## src/sv/sddmm_pkg.sv

```systemverilog
`default_nettype none

package sddmm_pkg;

  // default store geometry
  localparam int MAX_ROWS_DEF     = 256;
  localparam int MAX_COLS_DEF     = 256;
  localparam int MAX_FEATURES_DEF = 64;

  // feature index width that covers the largest supported row length
  localparam int FEAT_IDX_W = 10;

  // configuration register
  localparam int         FC_W     = 7;
  localparam logic [6:0] FC_RESET = 7'd64;

  // read-to-accumulate latency of the multiply-accumulate pipe
  localparam int MAC_LATENCY = 2;

  // input commands
  typedef enum logic [1:0] {
    CMD_WRITE_A = 2'd0,
    CMD_WRITE_B = 2'd1,
    CMD_SAMPLE  = 2'd2
  } cmd_t;

  // controller states
  typedef enum logic [2:0] {
    ST_IDLE,
    ST_FETCH,
    ST_DRAIN,
    ST_ABS,
    ST_SCALE,
    ST_FINISH,
    ST_RESULT
  } state_t;

  // controller to datapath commands
  typedef struct packed {
    logic                  load_a;
    logic                  load_b;
    logic                  capture;
    logic                  rd_en;
    logic [FEAT_IDX_W-1:0] rd_feat;
    logic                  abs_load;
    logic                  scale_en;
    logic                  out_load;
  } ctrl_cmd_t;

  // datapath to controller status
  typedef struct packed {
    logic sample_in_range;
  } dp_status_t;

  // signed accumulator width: products reach 2^62 in magnitude
  function automatic int acc_width(input int max_features);
    return 64 + $clog2(max_features + 1);
  endfunction

  // 32-bit chunks of the accumulator magnitude
  function automatic int chunk_count(input int max_features);
    return (acc_width(max_features) + 31) / 32;
  endfunction

endpackage

`default_nettype wire

```

## src/sv/sddmm_ctrl.sv

```systemverilog
`default_nettype none

module sddmm_ctrl #(
  parameter int MAX_FEATURES = sddmm_pkg::MAX_FEATURES_DEF
) (
  input  wire logic                       clk,
  input  wire logic                       rst,
  input  wire logic                       in_valid,
  input  wire logic [1:0]                 command,
  output logic                            in_stall,
  input  wire logic                       cfg_valid,
  output logic                            cfg_ready,
  input  wire logic [sddmm_pkg::FC_W-1:0] feature_count,
  output logic                            out_valid,
  input  wire logic                       out_stall,
  input  wire sddmm_pkg::dp_status_t      status,
  output sddmm_pkg::ctrl_cmd_t            cmd
);

  localparam int N_W        = $clog2(MAX_FEATURES + 1);
  localparam int NCH        = sddmm_pkg::chunk_count(MAX_FEATURES);
  localparam int CHUNK_W    = $clog2(NCH);
  localparam int CNT_W      = (N_W > CHUNK_W) ? N_W : CHUNK_W;

  sddmm_pkg::state_t state;
  sddmm_pkg::state_t state_next;

  logic [CNT_W-1:0]          cnt;
  logic [N_W-1:0]            n_reg;
  logic [N_W-1:0]            n_eff;
  logic [sddmm_pkg::FC_W-1:0] fc;
  logic                      accept;
  logic                      is_sample;

  assign cfg_ready = 1'b1;
  assign accept    = in_valid && (state == sddmm_pkg::ST_IDLE);
  assign is_sample = (command == sddmm_pkg::CMD_SAMPLE);

  // terms in this sample: clamped count, none for rows out of range
  always_comb begin
    if (!status.sample_in_range) begin
      n_eff = '0;
    end else if (32'(fc) > 32'(MAX_FEATURES)) begin
      n_eff = N_W'(MAX_FEATURES);
    end else begin
      n_eff = N_W'(fc);
    end
  end

  // feature count register
  always_ff @(posedge clk) begin
    if (rst) begin
      fc <= sddmm_pkg::FC_RESET;
    end else if (cfg_valid && cfg_ready) begin
      fc <= feature_count;
    end
  end

  // state, step counter, term count
  always_ff @(posedge clk) begin
    if (rst) begin
      state <= sddmm_pkg::ST_IDLE;
      cnt   <= '0;
      n_reg <= '0;
    end else begin
      state <= state_next;
      if (state != state_next) begin
        cnt <= '0;
      end else begin
        cnt <= cnt + CNT_W'(1);
      end
      if (accept && is_sample) begin
        n_reg <= n_eff;
      end
    end
  end

  // next state
  always_comb begin
    state_next = state;
    case (state)
      sddmm_pkg::ST_IDLE: begin
        if (accept && is_sample) begin
          state_next = (n_eff != '0) ? sddmm_pkg::ST_FETCH : sddmm_pkg::ST_DRAIN;
        end
      end
      sddmm_pkg::ST_FETCH: begin
        if (32'(cnt) + 32'd1 == 32'(n_reg)) begin
          state_next = sddmm_pkg::ST_DRAIN;
        end
      end
      sddmm_pkg::ST_DRAIN: begin
        if (32'(cnt) == 32'(sddmm_pkg::MAC_LATENCY - 1)) begin
          state_next = sddmm_pkg::ST_ABS;
        end
      end
      sddmm_pkg::ST_ABS: begin
        state_next = sddmm_pkg::ST_SCALE;
      end
      sddmm_pkg::ST_SCALE: begin
        if (32'(cnt) == 32'(NCH - 1)) begin
          state_next = sddmm_pkg::ST_FINISH;
        end
      end
      sddmm_pkg::ST_FINISH: begin
        state_next = sddmm_pkg::ST_RESULT;
      end
      sddmm_pkg::ST_RESULT: begin
        if (!out_valid || !out_stall) begin
          state_next = sddmm_pkg::ST_IDLE;
        end
      end
      default: begin
        state_next = sddmm_pkg::ST_IDLE;
      end
    endcase
  end

  // datapath commands and input stall
  always_comb begin
    in_stall     = (state != sddmm_pkg::ST_IDLE);
    cmd          = '0;
    cmd.load_a   = accept && (command == sddmm_pkg::CMD_WRITE_A);
    cmd.load_b   = accept && (command == sddmm_pkg::CMD_WRITE_B);
    cmd.capture  = accept && is_sample;
    cmd.rd_en    = (state == sddmm_pkg::ST_FETCH);
    cmd.rd_feat  = sddmm_pkg::FEAT_IDX_W'(cnt);
    cmd.abs_load = (state == sddmm_pkg::ST_ABS);
    cmd.scale_en = (state == sddmm_pkg::ST_SCALE);
    cmd.out_load = (state == sddmm_pkg::ST_RESULT) && (!out_valid || !out_stall);
  end

  // output beat register flag
  always_ff @(posedge clk) begin
    if (rst) begin
      out_valid <= 1'b0;
    end else if (cmd.out_load) begin
      out_valid <= 1'b1;
    end else if (!out_stall) begin
      out_valid <= 1'b0;
    end
  end

  // an accepted sample always starts a computation
  a_sample_starts: assert property (@(posedge clk) disable iff (rst)
    (in_valid && !in_stall && is_sample) |=> (state != sddmm_pkg::ST_IDLE))
    else $error("sample beat did not start a computation");

  // fetch only runs over a nonempty row and stays inside it
  a_fetch_bounds: assert property (@(posedge clk) disable iff (rst)
    (state == sddmm_pkg::ST_FETCH) |-> (n_reg != '0 && 32'(cnt) < 32'(n_reg)))
    else $error("fetch counter outside the term count");

  // store writes never collide with dot product reads
  a_no_write_during_read: assert property (@(posedge clk) disable iff (rst)
    (cmd.load_a || cmd.load_b) |-> !cmd.rd_en)
    else $error("store write during fetch");

  // a finished result waits while the output register is held
  a_result_waits: assert property (@(posedge clk) disable iff (rst)
    (state == sddmm_pkg::ST_RESULT && out_valid && out_stall)
      |=> (state == sddmm_pkg::ST_RESULT))
    else $error("result dropped while output stalled");

endmodule

`default_nettype wire

```

## config.mk

```make
export PLATFORM = sky130hd
export DESIGN_NAME = sddmm_ctrl
export DESIGN_NICKNAME = d
export VERILOG_FILES = /design/src/sv/sddmm_pkg.sv /design/src/sv/sddmm_ctrl.sv
export SDC_FILE = /design/constraint.sdc
export NUM_CORES = 1
export LEC_CHECK = 0
export BUFFER_PORTS_ARGS = -buffer_cell sky130_fd_sc_hd__buf_2
export CAP_MARGIN = 20
export CORE_ASPECT_RATIO = 1.25
export CORE_MARGIN = 4
export CORE_UTILIZATION = 39
export DETAILED_ROUTE_END_ITERATION = 10
export REMOVE_ABC_BUFFERS = 1
export SLEW_MARGIN = 20
export SYNTH_ARGS = -nofsm -noshare
export SYNTH_HDL_FRONTEND = slang
export SYNTH_SLANG_ARGS = --single-unit
```

## constraint.sdc

```tcl
create_clock -name clk -period 2.9 [get_ports clk]
set_input_delay 0.145 -clock clk [delete_from_list [all_inputs] [get_ports clk]]
set_output_delay 0.145 -clock clk [all_outputs]
set_load 0.02 [all_outputs]
```

# Yosys cells after proc, flatten, opt, wreduce, memory -nomap -nowiden

Cells that the tools add are included.

Mux-type cells: 11
Reductions and logical operators: 13
Order comparisons: 1
Add/subtract/negate cells: 2
Equal/unequal tests: 13

Operators with widths:

| operator              | count |
|---|---|
| $pmux W3 S7           | 1 |
| $mux W3               | 5 |
| $mux W7               | 2 |
| $eq A3 B3 Y1 const B  | 3 |
| $add A7 B1 Y8 const B | 1 |
| $eq A8 B7 Y1          | 1 |
| $add A7 B1 Y7 const B | 1 |
| $eq A7 B1 Y1 const B  | 1 |
| $eq A7 B2 Y1 const B  | 1 |
| $gt A7 B7 Y1 const B  | 1 |
| $reduce_bool A7 Y1    | 1 |
| $eq A3 B2 Y1 const B  | 2 |
| $logic_and A1 B1 Y1   | 5 |
| $eq A3 B1 Y1 const B  | 1 |
| $logic_not A3 Y1      | 1 |
| $ne A3 B3 Y1          | 1 |
| $reduce_bool A3 Y1    | 1 |
| $eq A2 B1 Y1 const B  | 1 |
| $eq A2 B2 Y1 const B  | 1 |
| $logic_not A1 Y1      | 2 |
| $logic_not A2 Y1      | 1 |
| $mux W1               | 2 |
| $mux W2               | 1 |
| $ne A2 B1 Y1 const B  | 1 |
| other kinds (2)       | 2 |

Bits of input ports: 15
Word-level logic and storage cells: 45
Bits in registers: 25
Output and inout bits: 20

# Depth between registers and ports, before layout

Word-level depth: 9
Mapped depth: 7
Gate-level depth less buffers: 7

# Least setup slack after synthesis

No wires, ideal clock.

Path kind: register -> register
Start point: reg cnt[0]
End point: reg cnt[3]
Setup time: 0.156 ns
Path slack: 0.579 ns
Clock period less this slack: 2.321 ns
Data arrival time: 2.165 ns
Stages on the path, launching flop included: 7
Data required time: 2.744 ns
Path through: dfxtp_1 > ha_1 > nand3_1 > nor2_1 > xor3_1 > nor4_1 > nor4_1

Word-level cells in the longest chain between the ends: 6
Elaborated cells between the ends (all ways): 11
Those cells by class: 2 x add/sub; 4 x eq/ne; 4 x mux; 1 x reduce/logical

Ends and longest elaborated chain:

| what                              | RTL line         | RTL |
|---|---|---|
| start, declared                   | sddmm_ctrl.sv:28 | `logic [CNT_W-1:0] cnt;` |
| start signal, assigned            | sddmm_ctrl.sv:70 | `cnt <= cnt + CNT_W'(1);` |
| $add A7 B1 Y8                     | sddmm_ctrl.sv:88 | `if (32'(cnt) + 32'd1 == 32'(n_reg)) begin` |
| $eq A8 B7 Y1                      | sddmm_ctrl.sv:88 |  |
| $mux W3                           | sddmm_ctrl.sv:88 |  |
| $pmux W3 S7                       | sddmm_ctrl.sv:81 | `case (state)` |
| $ne A3 B3 Y1                      | sddmm_ctrl.sv:67 | `if (state != state_next) begin` |
| $reduce_or A2 Y1 (no source line) | n/a              |  |

Parallel ways exist; a longest one is shown, timed or not.
A chain may end at the register's enable or synchronous reset.

# Final worst setup path

Start point: reg state[2]
End point: reg state[1]

Word-level cells in the longest chain between the ends: 5
Elaborated cells between the ends (all ways): 11
Those cells by class: 6 x eq/ne; 2 x mux; 3 x reduce/logical

Ends and longest elaborated chain:

| what                   | RTL line                           | RTL |
|---|---|---|
| start, declared        | sddmm_ctrl.sv:25                   | `sddmm_pkg::state_t state;` |
| start signal, assigned | sddmm_ctrl.sv:62                   | `state <= sddmm_pkg::ST_IDLE;` |
| start signal, assigned | sddmm_ctrl.sv:66                   | `state <= state_next;` |
| $logic_not A3 Y1       | sddmm_ctrl.sv:36, sddmm_ctrl.sv:81 |  |
| $logic_and A1 B1 Y1    | sddmm_ctrl.sv:36                   | `assign accept = in_valid && (state == sddmm_pkg::ST_IDLE);` |
| $logic_and A1 B1 Y1    | sddmm_ctrl.sv:83                   | `if (accept && is_sample) begin` |
| $mux W3                | sddmm_ctrl.sv:83                   |  |
| $pmux W3 S7 (*)        | sddmm_ctrl.sv:81                   |  |

Every way passes the cells marked *; elsewhere a longest branch is shown, timed or not.

==> results.cfg <==
[final_layout]
nets = 190
final_cells = 208
multi_input_area_um2 = 759.5
diodes = 0
syn_to_final_growth_pct = 15.76
layout_commonest_cell = buf_2
drive_gt1_share_pct = 23.98
seqCellArea_um2 = 500.5
layout_common_cells = buf_2, dfxtp_1, nor2_1
fillerInstances = 316

[clock_tree]
clock_latency_ps = 280
cts_setup_buffers = 0
cts-resized-gates = 0
cts_hold_buf = 0
clock_sinks = 25
clkTransAtPathRegs_ps = 100
cts_buffers = 3
cts_tree = done
cts_max_level = 1
clockBufferDepth = 2
cts_root_buf = clkbuf_8

[global_route]
grt_pass1_wl_um = 4947
grtUsageTotal_pct = 14.65
overflow = 0
grt_pass1_vias = 1101
grt_max_degree = 21
antenna_found_initial = 0

[sta]
hold_viol = 0
maxSlewHeadroom_pct = 58.52
slew_viol_final = 0
skew_ps = 11.01
tightest_slew_ps = 606.4
min_period_ps = 2282
max_freq_mhz = 438.2
setup-tns-final_ps = 0
finalCritPeriodShare_pct = 78.69
grt_setup_unrepaired = no
setup_viol = 0

[pwr]
peakVddDrop_v = 0.0003333
power.density_mw_per_mm2 = 462.4
power.leakage_nw = 0.6650
finalPower_uw = 705.3

[logic_synthesis]
netlist_area_mm2 = 0.001318
synth_ff_type = dfxtp_1
synth_cell_type_count = 40
synth_edf_count = 0
yosysSeqAreaShare_pct = 37.99
ys_ff_latch = 25
postSynthAreaPerCell_um2 = 9.149
async_reset_ff_share_pct = 0
syn_inst = 144
ys_warn_count = 0

[worst_setup_path]
slowest_delay_ps = 600
critPathRequiredTime_ps = 3070
reg2reg_slack_ps = 620
cp_max_fo = 12
end_kind = flop
worst-r2r-cell-count = 7
path_class = reg -> reg
crit_chain = or4b_1 > nor2_1 > nand2_1 > inv_1 > a21boi_2 > a21oi_1 > o32ai_1
timing.rr.end = state[1]
cp_data_arrival_time_ps = 2450
worstReg2RegStart = state[2]
critPathLaunchType = flop
crit_path_top_delay_cell = or4b_1

[drt]
drc = 0
via_per_inst = 5.337
drt_iter0_markers = 41
drt-pass1-iter-count = 4
totalWireLength_um = 2875
vias = 1110
highest_layer = met4
dr_wl_met2_um = 1399
wl_per_cell_um = 13.82
ant_nets = 0
wl_met3_um = 173
drt-met1-wl_um = 1258

[min_path]
hp-start = feature_count[6]
min_to = fc[6]
hold_class = in -> reg
hold_depth = 2

[floorplanning]
io_pins = 35
start_util_pct = 40.88
std_cell_rows = 23
fp.dieH_um = 72.99
die_x_um = 59.99
core_mm2 = 0.003223
dieArea_mm2 = 0.004378

[flow_run]
drv_cap = 0

[placement]
post-dp-hpwl_um = 2201
port_buffers = 30
routabilityCongestion = 0.8667
placedCellCount = 204

[run_status]
status = completed
[kinds of logic (layout without fill, tap and decap cells)]
family,Yosys count,count (layout),share of synthesized area (%)
buffers and inverters,13,38,4.938
AO/OA/AOI/OAI,24,24,13.11
flip-flops,25,25,37.99
XOR/XNOR,13,13,10.92
multiplexers,6,6,4.559
other,2,4,0.5700
AND/OR/NAND/NOR,58,58,25.07
adder cells (fa/ha/maj),3,3,2.849
[power by group]
part           switching (mW)  total [mW]  internal [mW]  leakage (nW)
Clock                   0.120       0.220          0.101        0.0261
Sequential             0.0194       0.376          0.357         0.204
Combinational          0.0628       0.109         0.0461         0.435
[how the worst max path moves through the flow]
stage	to	from	depth (start not counted)	slack, ps
final	state[1]	state[2]	7	620
after global routing	state[1]	state[2]	7	420
after CTS	state[1]	state[2]	7	640
after detailed placement	state[1]	state[2]	7	660
after global placement	state[1]	cnt[0]	6	760
after floorplan	cnt[3]	cnt[0]	6	580
[stage by stage]
step | cell area (um^2) | util (%) | setup slack, ps | hold slack [ps]
6_report | 1525 | 47.32 | 617.9 | 68.04
5_1_grt | 1525 | 47.32 | 422.8 | 78.20
4_1_cts | 1525 | 47.32 | 639.3 | 67.68
3_5_place_dp | 1475 | 45.77 | 661.2 | 361.2
3_3_place_gp | 1475 | 45.77 | 761.9 | 350.6
2_1_floorplan | 1271 | - | 579.5 | 214.1
[routing by layer]
layer  vias up  global-route usage, %
met2        32                  23.80
met5         -                      0
li1        570                      -
met4         0                  6.158
met3         4                  2.478
met1       504                  18.82
[synth_stat cells, types with 2 or more instances]
| cell type | count | area share, % |
|---|---|---|
| a21o_1 | 2 | 1.1 |
| a21oi_1 | 8 | 3.0 |
| a22oi_1 | 5 | 2.8 |
| and4_1 | 2 | 1.3 |
| buf_4 | 4 | 2.3 |
| clkbuf_1 | 5 | 1.4 |
| conb_1 | 2 | 0.57 |
| dfxtp_1 | 25 | 38 |
| ha_1 | 3 | 2.8 |
| inv_1 | 3 | 0.85 |
| mux2i_1 | 6 | 4.6 |
| nand2_1 | 8 | 2.3 |
| nand3_1 | 4 | 1.5 |
| nand3b_1 | 3 | 1.7 |
| nor2_1 | 17 | 4.8 |
| nor3_1 | 2 | 0.76 |
| nor3b_1 | 3 | 1.7 |
| nor4_1 | 8 | 3.8 |
| o21ai_0 | 2 | 0.76 |
| or4_4 | 2 | 1.7 |
| xnor2_1 | 6 | 4.0 |
| xor2_1 | 5 | 3.3 |
| xor3_1 | 2 | 3.6 |
[critical path: cells and delay by family, from the launching register on]
family	cells	cell delay (ps)
AND/OR/NAND/NOR	3	1030
AO/OA/AOI/OAI	3	590
flip-flops	1	410
buffers and inverters	1	160
[layout make-up]
| cell class | count | share of cell area [%] |
|---|---|---|
| clock buffers | 3 | 2.707 |
| clock inverters | 1 | 0.5742 |
| inverters | 3 | 0.7383 |
| multi-input cells | 108 | 49.79 |
| flip-flops and latches | 25 | 32.81 |
| well taps | 37 | 3.035 |
| repair buffers | 31 | 10.34 |
(Power assumes the default switching activity.)
